**src/rtl/batched_class_request_scheduler_assert.svh**
```systemverilog
// assertion macros used by the scheduler engine
`ifndef BATCHED_CLASS_REQUEST_SCHEDULER_ASSERT_SVH
`define BATCHED_CLASS_REQUEST_SCHEDULER_ASSERT_SVH

// condition holds at every edge out of reset
`define BCRS_ASSERT_ALWAYS(label, cond, msg) \
  label: assert property (@(posedge clk) disable iff (rst) (cond)) else $error(msg);

// condition in one cycle implies consequence in the next
`define BCRS_ASSERT_NEXT(label, ante, cons, msg) \
  label: assert property (@(posedge clk) disable iff (rst) (ante) |=> (cons)) else $error(msg);

`endif

```
**src/rtl/bcrs_pkg.sv**
```systemverilog
package bcrs_pkg;

  localparam int NUM_CTX  = 4;
  localparam int CTX_W    = 2;
  localparam int MAX_TAGS = 64;
  localparam int TAG_W    = 6;
  localparam int NCLASS   = 3;
  localparam int CLS_W    = 2;
  localparam int QIDX_W   = 4;
  localparam int NQ       = NCLASS * NUM_CTX;
  localparam int BSZ_W    = 8;

  localparam logic [CLS_W-1:0] CLS_READ  = 2'd0;
  localparam logic [CLS_W-1:0] CLS_SYNCW = 2'd1;
  localparam logic [CLS_W-1:0] CLS_OTHER = 2'd2;

  localparam logic [1:0] KIND_READ  = 2'd0;
  localparam logic [1:0] KIND_WRITE = 2'd1;

  localparam logic OP_INSERT   = 1'b0;
  localparam logic OP_DISPATCH = 1'b1;

  localparam logic [1:0] REG_READ_BATCH  = 2'd0;
  localparam logic [1:0] REG_SYNCW_BATCH = 2'd1;
  localparam logic [1:0] REG_OTHER_BATCH = 2'd2;

  localparam logic [BSZ_W-1:0] READ_BATCH_RST  = 8'd16;
  localparam logic [BSZ_W-1:0] SYNCW_BATCH_RST = 8'd8;
  localparam logic [BSZ_W-1:0] OTHER_BATCH_RST = 8'd8;

  // classified command between front and back
  typedef struct packed {
    logic             dispatch;
    logic [TAG_W-1:0] tag;
    logic [CTX_W-1:0] ctx;
    logic [CLS_W-1:0] cls;
    logic             at_head;
  } cmd_t;

  function automatic logic [CLS_W-1:0] classify(input logic [1:0] kind, input logic sync);
    logic [CLS_W-1:0] c;
    c = CLS_OTHER;
    if (kind == KIND_READ) c = CLS_READ;
    else if (kind == KIND_WRITE && sync) c = CLS_SYNCW;
    return c;
  endfunction

  function automatic logic [CLS_W-1:0] next_class(input logic [CLS_W-1:0] c);
    return (c == CLS_OTHER) ? CLS_READ : c + 2'd1;
  endfunction

endpackage

```
**src/rtl/batched_class_request_scheduler.sv**
```systemverilog
// insert: the front queue registers the command, the sequencer takes it in ST_IDLE
// and writes the context queue in ST_INS; dispatch: ST_TRY (up to four class probes),
// ST_SPLICE (one step per context), ST_POP, and ST_LINK when the link memory is read
// for the next ready head; a new command is taken only when idle and no result waits
// reset: rst synchronous, clears queues, busy maps, class, batch count, batch sizes 16/8/8
module batched_class_request_scheduler (
  input  logic       clk,
  input  logic       rst,
  input  logic       push,
  output logic       full,
  input  logic       opcode,
  input  logic [5:0] request_tag,
  input  logic [1:0] ctx_index,
  input  logic [1:0] op_kind,
  input  logic       sync_flag,
  input  logic       at_head,
  output logic       empty,
  input  logic       pop,
  output logic       granted,
  output logic [5:0] granted_tag,
  output logic [1:0] granted_class,
  output logic       work_pending,
  input  logic       cfg_we,
  input  logic [1:0] cfg_index,
  input  logic [7:0] cfg_data
);

  logic [bcrs_pkg::NCLASS-1:0][bcrs_pkg::BSZ_W-1:0] bsize;
  logic           cmd_valid;
  logic           cmd_pop;
  bcrs_pkg::cmd_t cmd;
  logic           res_valid;

  // batch size registers
  always_ff @(posedge clk) begin
    if (rst) begin
      bsize[0] <= bcrs_pkg::READ_BATCH_RST;
      bsize[1] <= bcrs_pkg::SYNCW_BATCH_RST;
      bsize[2] <= bcrs_pkg::OTHER_BATCH_RST;
    end else if (cfg_we) begin
      unique case (cfg_index)
        bcrs_pkg::REG_READ_BATCH:  bsize[0] <= cfg_data;
        bcrs_pkg::REG_SYNCW_BATCH: bsize[1] <= cfg_data;
        bcrs_pkg::REG_OTHER_BATCH: bsize[2] <= cfg_data;
        default: ;
      endcase
    end
  end

  bcrs_front u_front (
    .clk, .rst, .push, .full, .opcode, .request_tag, .ctx_index, .op_kind,
    .sync_flag, .at_head, .cmd_valid, .cmd, .cmd_pop
  );

  bcrs_engine u_engine (
    .clk, .rst, .cmd_valid, .cmd_in(cmd), .cmd_pop, .bsize,
    .res_valid, .res_pop(pop && res_valid),
    .res_granted(granted), .res_tag(granted_tag), .res_class(granted_class),
    .res_pending(work_pending)
  );

  assign empty = !res_valid;

endmodule

```
**src/rtl/bcrs_front.sv**
```systemverilog
module bcrs_front (
  input  logic              clk,
  input  logic              rst,
  input  logic              push,
  output logic              full,
  input  logic              opcode,
  input  logic [5:0]        request_tag,
  input  logic [1:0]        ctx_index,
  input  logic [1:0]        op_kind,
  input  logic              sync_flag,
  input  logic              at_head,
  output logic              cmd_valid,
  output bcrs_pkg::cmd_t    cmd,
  input  logic              cmd_pop
);

  bcrs_pkg::cmd_t slot [2];
  logic           wr_ptr;
  logic           rd_ptr;
  logic [1:0]     count;
  logic           do_push;
  bcrs_pkg::cmd_t in_cmd;

  // classify the incoming beat
  always_comb begin
    in_cmd.dispatch = (opcode == bcrs_pkg::OP_DISPATCH);
    in_cmd.tag      = request_tag;
    in_cmd.ctx      = ctx_index;
    in_cmd.cls      = bcrs_pkg::classify(op_kind, sync_flag);
    in_cmd.at_head  = at_head;
  end

  assign full      = (count == 2'd2);
  assign do_push   = push && !full;
  assign cmd_valid = (count != 2'd0);
  assign cmd       = slot[rd_ptr];

  // two-entry command queue
  always_ff @(posedge clk) begin
    if (do_push) slot[wr_ptr] <= in_cmd;
    if (rst) begin
      wr_ptr <= 1'b0;
      rd_ptr <= 1'b0;
      count  <= 2'd0;
    end else begin
      if (do_push) wr_ptr <= !wr_ptr;
      if (cmd_pop) rd_ptr <= !rd_ptr;
      count <= count + {1'b0, do_push} - {1'b0, cmd_pop};
    end
  end

endmodule

```
**src/rtl/bcrs_engine.sv**
```systemverilog
`include "batched_class_request_scheduler_assert.svh"

module bcrs_engine (
  input  logic                                   clk,
  input  logic                                   rst,
  input  logic                                   cmd_valid,
  input  bcrs_pkg::cmd_t                         cmd_in,
  output logic                                   cmd_pop,
  input  logic [bcrs_pkg::NCLASS-1:0][bcrs_pkg::BSZ_W-1:0] bsize,
  output logic                                   res_valid,
  input  logic                                   res_pop,
  output logic                                   res_granted,
  output logic [bcrs_pkg::TAG_W-1:0]             res_tag,
  output logic [bcrs_pkg::CLS_W-1:0]             res_class,
  output logic                                   res_pending
);

  localparam logic [2:0] ST_IDLE   = 3'd0;
  localparam logic [2:0] ST_INS    = 3'd1;
  localparam logic [2:0] ST_TRY    = 3'd2;
  localparam logic [2:0] ST_SPLICE = 3'd3;
  localparam logic [2:0] ST_POP    = 3'd4;
  localparam logic [2:0] ST_LINK   = 3'd5;

  logic [2:0]                        state;
  bcrs_pkg::cmd_t                    cmd;
  logic [bcrs_pkg::CLS_W-1:0]        cur;
  logic [bcrs_pkg::BSZ_W-1:0]        batch;
  logic [1:0]                        tries;
  logic [bcrs_pkg::CTX_W-1:0]        xidx;
  logic [bcrs_pkg::NUM_CTX-1:0]      busy [bcrs_pkg::NCLASS];
  logic [bcrs_pkg::TAG_W-1:0]        ready_head [bcrs_pkg::NCLASS];
  logic [bcrs_pkg::TAG_W-1:0]        ready_tail [bcrs_pkg::NCLASS];
  logic [bcrs_pkg::NCLASS-1:0]       nonempty;
  logic [bcrs_pkg::TAG_W-1:0]        qhead [bcrs_pkg::NQ];
  logic [bcrs_pkg::TAG_W-1:0]        qtail [bcrs_pkg::NQ];
  logic [bcrs_pkg::TAG_W-1:0]        link_mem [bcrs_pkg::MAX_TAGS];
  logic [bcrs_pkg::TAG_W-1:0]        link_rd;

  logic [bcrs_pkg::CLS_W-1:0]        qcls;
  logic [bcrs_pkg::CTX_W-1:0]        qctx;
  logic [bcrs_pkg::QIDX_W-1:0]       qidx;
  logic [bcrs_pkg::TAG_W-1:0]        qh;
  logic [bcrs_pkg::TAG_W-1:0]        qt;
  logic                              qbusy;
  logic                              link_we;
  logic [bcrs_pkg::TAG_W-1:0]        link_wa;
  logic [bcrs_pkg::TAG_W-1:0]        link_wd;

  // context queue lookup, one address a cycle
  always_comb begin
    qcls  = (state == ST_INS) ? cmd.cls : cur;
    qctx  = (state == ST_INS) ? cmd.ctx : xidx;
    qidx  = bcrs_pkg::QIDX_W'(int'(qcls) * bcrs_pkg::NUM_CTX + int'(qctx));
    qh    = qhead[qidx];
    qt    = qtail[qidx];
    qbusy = busy[qcls][qctx];
  end

  // link memory write port
  always_comb begin
    link_we = 1'b0;
    link_wa = cmd.tag;
    link_wd = qh;
    if (state == ST_INS && qbusy) begin
      link_we = 1'b1;
      if (!cmd.at_head) begin
        link_wa = qt;
        link_wd = cmd.tag;
      end
    end else if (state == ST_SPLICE && qbusy && nonempty[cur]) begin
      link_we = 1'b1;
      link_wa = ready_tail[cur];
    end
  end

  always_ff @(posedge clk) begin
    if (link_we) link_mem[link_wa] <= link_wd;
    link_rd <= link_mem[ready_head[cur]];
  end

  assign cmd_pop = (state == ST_IDLE) && cmd_valid && !res_valid;

  // pending work seen by the waiting result
  always_comb begin
    res_pending = |nonempty;
    for (int c = 0; c < bcrs_pkg::NCLASS; c++) res_pending = res_pending || (busy[c] != '0);
  end

  // sequencer
  always_ff @(posedge clk) begin
    if (rst) begin
      state     <= ST_IDLE;
      cur       <= bcrs_pkg::CLS_READ;
      batch     <= '0;
      tries     <= 2'd0;
      xidx      <= '0;
      nonempty  <= '0;
      res_valid <= 1'b0;
      for (int c = 0; c < bcrs_pkg::NCLASS; c++) busy[c] <= '0;
    end else begin
      if (res_pop) res_valid <= 1'b0;
      unique case (state)
        ST_IDLE: begin
          if (cmd_pop) begin
            cmd         <= cmd_in;
            res_granted <= 1'b0;
            res_tag     <= '0;
            res_class   <= bcrs_pkg::CLS_READ;
            if (!cmd_in.dispatch) begin
              state <= ST_INS;
            end else begin
              state <= ST_TRY;
              if (batch < bsize[cur]) begin
                tries <= 2'd0;
              end else begin
                batch <= '0;
                cur   <= bcrs_pkg::next_class(cur);
                tries <= 2'd1;
              end
            end
          end
        end
        ST_INS: begin
          if (!qbusy || cmd.at_head) qhead[qidx] <= cmd.tag;
          if (!qbusy || !cmd.at_head) qtail[qidx] <= cmd.tag;
          busy[qcls][qctx] <= 1'b1;
          res_valid <= 1'b1;
          state     <= ST_IDLE;
        end
        ST_TRY: begin
          if (nonempty[cur]) begin
            state <= ST_POP;
          end else if (busy[cur] != '0) begin
            xidx  <= '0;
            state <= ST_SPLICE;
          end else if (tries == 2'd3) begin
            res_valid <= 1'b1;
            state     <= ST_IDLE;
          end else begin
            batch <= '0;
            cur   <= bcrs_pkg::next_class(cur);
            tries <= tries + 2'd1;
          end
        end
        ST_SPLICE: begin
          if (qbusy) begin
            if (!nonempty[cur]) ready_head[cur] <= qh;
            ready_tail[cur]  <= qt;
            nonempty[cur]    <= 1'b1;
            busy[cur][xidx]  <= 1'b0;
          end
          xidx <= xidx + 1'b1;
          if (int'(xidx) == bcrs_pkg::NUM_CTX - 1) state <= ST_POP;
        end
        ST_POP: begin
          res_granted <= 1'b1;
          res_tag     <= ready_head[cur];
          res_class   <= cur;
          batch       <= batch + 1'b1;
          if (ready_head[cur] == ready_tail[cur]) begin
            nonempty[cur] <= 1'b0;
            res_valid     <= 1'b1;
            state         <= ST_IDLE;
          end else begin
            state <= ST_LINK;
          end
        end
        ST_LINK: begin
          ready_head[cur] <= link_rd;
          res_valid       <= 1'b1;
          state           <= ST_IDLE;
        end
        default: state <= ST_IDLE;
      endcase
    end
  end

  `BCRS_ASSERT_ALWAYS(a_busy_no_result, (state == ST_IDLE) || !res_valid, "result while busy")
  `BCRS_ASSERT_ALWAYS(a_idle_tag_zero, !res_valid || res_granted || (res_tag == '0), "ungranted tag")
  `BCRS_ASSERT_NEXT(a_held_result, res_valid && !res_pop, res_valid && $stable(res_tag), "result lost")
  `BCRS_ASSERT_ALWAYS(a_class_range, cur != 2'd3, "class out of range")

endmodule

```
**config.mk**
```make
export PLATFORM = sky130hd
export DESIGN_NAME = batched_class_request_scheduler
export DESIGN_NICKNAME = d
export VERILOG_FILES = /design/src/rtl/bcrs_pkg.sv /design/src/rtl/batched_class_request_scheduler.sv /design/src/rtl/bcrs_front.sv /design/src/rtl/bcrs_engine.sv
export VERILOG_INCLUDE_DIRS = /design/src /design/src/rtl
export SDC_FILE = /design/constraint.sdc
export NUM_CORES = 1
export LEC_CHECK = 0
export ABC_AREA = 1
export BUFFER_PORTS_ARGS = -buffer_cell sky130_fd_sc_hd__buf_4
export CORE_ASPECT_RATIO = 2
export CORE_MARGIN = 2
export CORE_UTILIZATION = 35
export CTS_BUF_LIST = sky130_fd_sc_hd__clkbuf_16
export DETAILED_ROUTE_END_ITERATION = 16
export HOLD_SLACK_MARGIN = 0.03
export SLEW_MARGIN = 20
export SYNTH_ARGS = -nofsm -noshare
export SYNTH_HDL_FRONTEND = slang
export SYNTH_SLANG_ARGS = --single-unit
export TNS_END_PERCENT = 100
```
**constraint.sdc**
```tcl
create_clock -name clk -period 4 [get_ports clk]
set_input_delay 0.4 -clock clk [delete_from_list [all_inputs] [get_ports clk]]
set_output_delay 0.4 -clock clk [all_outputs]
set_load 0.02 [all_outputs]
```
Word level (Yosys, flattened, before mapping)
Memory sizes are Yosys's and may differ from the RTL's. A register that Yosys moved wholly into a read port is not among the register bits.
Cells that the tools add are included.
{ "totals": {"n_memories": 7, "word_cells": 236, "mem_bits_rw": 600, "in_bits": 28, "out_inout_bits": 12, "register_bits": 69} }
{ "memory_table": {"columns": ["memory", "words", "word_bits", "read_ports", "rd_clocked_by_memory_dff", "write_ports", "line", "text"], "rows": [
  ["u_engine.link_mem", 64, 6, 1, 1, 1, "bcrs_engine.sv:37", "logic [bcrs_pkg::TAG_W-1:0] link_mem [bcrs_pkg::MAX_TAGS];"],
  ["u_engine.qhead", 12, 6, 1, 0, 1, "bcrs_engine.sv:35", "logic [bcrs_pkg::TAG_W-1:0] qhead [bcrs_pkg::NQ];"],
  ["u_engine.qtail", 12, 6, 1, 0, 1, "bcrs_engine.sv:36", "logic [bcrs_pkg::TAG_W-1:0] qtail [bcrs_pkg::NQ];"],
  ["u_front.slot", 2, 12, 1, 1, 1, "bcrs_front.sv:17", "bcrs_pkg::cmd_t slot [2];"],
  ["u_engine.ready_head", 3, 6, 1, 1, 1, "bcrs_engine.sv:32", "logic [bcrs_pkg::TAG_W-1:0] ready_head [bcrs_pkg::NCLASS];"],
  ["u_engine.ready_tail", 3, 6, 1, 1, 1, "bcrs_engine.sv:33", "logic [bcrs_pkg::TAG_W-1:0] ready_tail [bcrs_pkg::NCLASS];"],
  ["1 more memories", null, null, null, null, null, null, null]
]} }
{ "op_classes": {"n_mux": 116, "eq_ne": 24, "n_lt_le_gt_ge": 7, "n_addsub": 7, "bitwise": 5, "reduce_logical": 50} }
{ "ops": {"columns": ["operator", "count"], "rows": [
  ["$mux W2", 28],
  ["$mux W8", 7],
  ["$mux W1", 44],
  ["$mux W6", 7],
  ["$mux W3", 8],
  ["$mux W4", 6],
  ["$pmux W8 S3", 1],
  ["$bmux W8 S2", 1],
  ["$pmux W2 S2", 4],
  ["$reduce_bool A4 Y1", 4],
  ["$reduce_and A3 Y1", 5],
  ["$reduce_and A7 Y1", 2],
  ["$ne A2 B2 Y1 const B", 6],
  ["$pmux W3 S4", 1],
  ["$pmux W6 S2", 1],
  ["$logic_and A1 B1 Y1", 11],
  ["$reduce_bool A2 Y1", 5],
  ["$lt A2 B3 Y1 const B", 3],
  ["$add A8 B1 Y8 const B", 1],
  ["$eq A2 B2 Y1 const B", 4],
  ["$lt A8 B8 Y1", 1],
  ["$ne A2 B1 Y1 const B", 4],
  ["$reduce_or A4 Y1", 2],
  ["$add A2 B1 Y2 const B", 3],
  ["other kinds (29)", 50]
]} }

Logic depth before layout (Yosys ltp)
An unclocked memory read counts as a cell.
{ "logic_depth": {"word_depth": 11, "ltp_mapped": 20, "mapped_depth_nobuf": 19} }

Modules after synthesis
Synthesis repeated with hierarchy kept, for this count alone.
{ "unflattened": {"hier_cells": 2478, "area_unflattened_um2": 28878.9} }
{ "modules_own_cells": {"columns": ["mod", "instances", "area_per_inst_um2", "cells_each", "seq_area_each_um2"], "rows": [
  ["bcrs_engine", 1, 26665.6, 2248, 18597.8],
  ["bcrs_front", 1, 1156.1, 75, 820.8],
  ["batched_class_request_scheduler", 1, 1057.3, 155, 480.5]
]} }

Worst setup path after synthesis
Ideal clock, no wire load.
{ "synth_path": {"path_kind": "reg-to-reg", "from": "reg u_engine.state[0]", "to": "mem u_engine.link_mem[0][0] (netlist name) (data pin)", "synth_period_minus_slack_ns": 3.153, "arrival_ns": 2.790, "setup_time_ns": 0.362, "n_path_buf": 3, "slack_ns": 0.847, "required_ns": 3.638, "path_stages_with_launch": 15, "path_cell_list": "dfxtp_1 buf_4 nand2_1 nor2_1 nand2_1 nand2_2 inv_4 nor2_2 clkbuf_1 buf_2 a22oi_1 nand3_1 nand2_1 nand3_1 o21a_1"} }
{ "synth_via": {"elab_chain_cells": 7, "word_cells_on_any_way": 11, "cone_classes": "add/sub (1); eq/ne (1); mux (6); reduce/logical (1); memory (2)"} }
{ "synth_lines": {"columns": ["element", "line", "text"], "rows": [
  ["from (decl)", "bcrs_engine.sv:25", "logic [2:0] state;"],
  ["$eq A3 B1 Y1 *", "bcrs_engine.sv:52, bcrs_engine.sv:53, bcrs_engine.sv:65", null],
  ["parallel branches: the longest is 5 deep, another holds $mem_v2 Z12 W6", null, null],
  ["$mux W6 *", "bcrs_engine.sv:65", "if (state == ST_INS && qbusy) begin"],
  ["named net u_engine.link_wd, one bit", "bcrs_engine.sv:48", "logic [bcrs_pkg::TAG_W-1:0] link_wd;"],
  ["to (decl)", "bcrs_engine.sv:37", null]
]} }
Mark *: on every way through the listed nets, which the timed path passes. The select of a mux whose other input is x is not followed.

Worst setup path after layout
{ "layout_path": {"from": "reg u_engine.state[0]", "to": "mem u_engine.link_mem[31][3] (netlist name) (enable)"} }
{ "layout_via": {"word_cells_on_any_way": 19, "cone_classes": "add/sub (1); eq/ne (2); mux (11); reduce/logical (3); memory (2)"} }
{ "layout_lines": {"columns": ["element", "line", "text"], "rows": [
  ["$eq A3 B1 Y1 *", "bcrs_engine.sv:52, bcrs_engine.sv:53", null],
  ["$mux W2, on equally long branches", "bcrs_engine.sv:53, bcrs_engine.sv:52", null],
  ["$add A4 B2 Y4 *", "bcrs_engine.sv:54", "qidx = bcrs_pkg::QIDX_W'(int'(qcls) * bcrs_pkg::NUM_CTX + int'(qctx));"],
  ["$mem_v2 Z12 W6 *", null, null],
  ["named net u_engine.qt, one bit", "bcrs_engine.sv:44", "logic [bcrs_pkg::TAG_W-1:0] qt;"],
  ["$mux W6 *", "bcrs_engine.sv:67", "if (!cmd.at_head) begin"],
  ["$mux W6 *", "bcrs_engine.sv:65", null]
]} }
Mark *: on every way through the listed nets, which the timed path passes. The rest lies on a longest branch. The select of a mux whose other input is x is not followed.

==> results.md <==
* Most common cell after layout, fill and taps aside: edfxtp_1
* Startpoint types: register
* Final core occ at 40.85%
* Vias per cell at about 5.3
* Fin cells at roughly 3600
* Worst slew pin tran at 1.209 ns
* Crit path DAT at between 4 and 5 ns
* Clock sinks at between 600 and 700
* Max-slew headroom at the worst pin at a little under a fifth
* Port Buffers at 39
* Synth Instances at between 2000 and 2500
* Largest net degree at the start of global routing at approximately 120
* Fmax achieved at between 200 and 300 MHz
* 1st-iter DRT viols at 1805
* Max VDD drop at approximately 0.00069 V
* DRC Markers at 0
* Dpl hpwl at roughly 46 mm
* Core Box Area at just over 80000 um2
* Die Wd at approximately 200 um
* CTS Buf Count at 61
* Share of layout cells above drive strength 1 at between 15 and 20%
* Pins over their slew limit at 0
* P per Cell Area at roughly 750 nW/um2
* Hold Path Origin: op_kind[1]
* Gr ovfl total at 0
* Register Area at around 20000 um2
* Final setup vio count at 0
* Hold endpoint: u_front.slot[0][1]$_DFFE_PP_
* Yosys warning total at 0
* Bufs on Longest Clock Path at 3
* Initial Utilization at between 30% and 40%
* Ports at 40
* Max cap viols at 0
* Die height at between 400 and 500 um
* R2R cell count at 14
* Area Overhead vs Synth at 15.99%
* Worst r2r dst: u_engine.link_mem[31][3]$_DFFE_PP_
* Setup slack, reg-to-reg at approximately 0.23 ns
* Routed vias at between 15000 and 20000
* FF-to-FF Start: u_engine.state[0]$_SDFFE_PP0P_
* Drt pass-1 iters at 5
* Vias in the first global route at approximately 19000
* Register bit total from synthesis at 682
* Async SR Flop Fraction at 0%
* Tightest Hold Check Type: in -> reg
* Tmin final at around 3.8 ns
* Syn Nets at approximately 2400
* Placed cells at 3453
* Worst-path clk slew at approximately 0.060 ns
* Total GRT Usage at roughly 17%
* Status: finished, final reports clean
* Die ar. at 83860 um2
* CTS tree: done
* Hold Path Stages at 2
* Crit Path Class: reg -> reg
* Post-layout net count at ~2500
* Worst skew pair latency at approximately 0.63 ns
* EDFF count, synth at ~620
* Root buffer cell: clkbuf_16
* Sequential area share after synthesis at a little over two thirds
* Routability cong. at just under 0.9
* H-tree Lvls at 2
* Postcts setup bufs at 0
* First-pass GRT wire length at 109.1 mm
* Routed Antenna Nets at 0
* Most frequent cells in the layout: edfxtp_1 (624), nand2_1 (354), nor2_1 (272)
* Critical Path RT at roughly 4.3 ns
* Total wire length at 71.37 mm
* Peak fanout along the critical path at 18
* Critical Path End Type: register
* ANT cells at 0
* Wire per inst at 19.91 um
* Static Leak at 11.24 nW
* Row Count at approximately 150
* Netlist cell types at 42
* Fin. Hold Viols at 0
* Synthesized area at between 20000 and 30000 um2
* Final period util at 94.27%
* Most common flop cell mapped by yosys: edfxtp_1
* Fillers at roughly 7500
* Syn_area_per_cell at roughly 12 um2
* RSZ-0062 raised after global routing: yes
* Multi-input logic area at around 7700 um2
* Fin Clk Skew at around 0.017 ns
* Initial antenna violation count at 0
-- area by class of cell --
class | instances | area share (%)
clock buffer | 63 | 4.770
tap | 1050 | 3.975
timing repair buffer | 159 | 4.278
sequential | 682 | 60.20
inverter | 110 | 1.268
clock inverter | 51 | 2.112
multi-input combinational | 1470 | 23.39
-- logic make-up (layout without fill, tap and decap cells) --
logic type      after synthesis  after routing  share of synthesized area, %
compound gates              493            493                         10.70
xor+xnor                      9              9                        0.2766
fa+ha+maj                    15             15                        0.6586
buf+inv                     229            383                         3.170
flops                       682            682                         69.83
mux                          21             21                        0.8254
simple gates                932            932                         14.54
-- synthesized netlist by cell type, types with 12 or more instances --
master	n	area share, %
nand3_1	112	2.0
nor3_1	29	0.51
or2_2	97	2.1
inv_1	98	1.3
buf_2	12	0.21
o22ai_1	42	0.92
o211ai_1	144	3.8
ha_1	15	0.66
mux2_2	20	0.79
a21oi_1	43	0.76
o21ai_0	195	3.4
nand2_1	355	4.7
nor2_1	276	3.6
nand4_1	23	0.50
dfxtp_1	58	4.1
edfxtp_1	624	66
clkbuf_1	91	1.2
a22oi_1	31	0.82
-- metal layers --
metal  up-vias  GRT usage (%)  wire length [um]
met5         -              0                 0
met4         0          5.419              2130
met3       130          2.597              4721
met2       707          27.51             33700
met1      9174          23.17             30820
li1       8824              -                 -
-- metrics by stage --
stage	worst slack [ns]	TNS (ns)	instance area, um2	power, W	hold slack (ns)
finish	0.2292	0	33050	0.02474	0.08732
global route	-0.03868	-1.388	33050	0.02582	0.07876
CTS	0.2453	0	33040	0.02488	0.05204
detailed placement	0.2645	0	30590	0.01832	0.4450
global placement	0.3625	0	30590	0.01827	0.4332
floorplan	0.8473	0	28500	0.01462	0.4224
-- report_power, final --
group          internal [W]  leakage, nW  total (W)  switching (W)
Sequential          0.00990         6.13     0.0101       0.000163
Clock               0.00391         1.09    0.00658        0.00267
Combinational       0.00217         4.02    0.00811        0.00593
-- how the worst max path moves through the flow --
stage	startpoint	to	slack (ns)	cells after the start
6_report	u_engine.state[0]$_SDFFE_PP0P_	u_engine.link_mem[31][3]$_DFFE_PP_	0.23	14
3_5_place_dp	u_engine.state[0]$_SDFFE_PP0P_	u_engine.link_mem[52][3]$_DFFE_PP_	0.26	15
4_1_cts	u_engine.state[0]$_SDFFE_PP0P_	u_engine.link_mem[52][2]$_DFFE_PP_	0.25	15
3_3_place_gp	u_engine.state[0]$_SDFFE_PP0P_	u_engine.link_mem[52][1]$_DFFE_PP_	0.36	15
5_1_grt	u_engine.state[0]$_SDFFE_PP0P_	u_engine.link_mem[31][4]$_DFFE_PP_	-0.04	14
2_1_floorplan	u_engine.state[0]$_SDFFE_PP0P_	u_engine.link_mem[0][0]$_DFFE_PP_	0.85	14
-- registers in the layout, indices dropped and copies added (netlist names), 3 cells and up, named ones only --
| register | cells |
|---|---|
| u_engine.qhead | 72 |
| u_engine.busy | 16 |
| bsize | 24 |
| u_engine.cmd | 11 |
| u_engine.res_tag | 6 |
| u_engine.link_mem | 384 |
| u_front.slot | 24 |
| u_engine.ready_tail | 18 |
| u_engine.state | 3 |
| u_engine.link_rd | 6 |
| u_engine.ready_head | 18 |
| u_engine.batch | 8 |
| u_engine.qtail | 72 |
-- worst max-delay path: stages (launching register included) --
cell	delay, ns
dfxtp_1	0.48
nand3_4	0.19
o21ai_4	0.33
inv_2	0.17
nor2_4	0.39
nand2_1	0.13
nand3_1	0.12
nand2_1	0.05
nand3_1	0.18
nand2_1	0.10
nand3_1	0.08
nand2_1	0.12
nor2_2	0.18
nand2_2	0.35
nor2_1	0.53
-- timing repair --
item,in CTS,in global routing
endpoints found under the setup margin,0,62
resized for setup,0,3
endpoints found under the hold margin,39,0
hold buffers,18,0
Power figures use the tool's default switching activity.
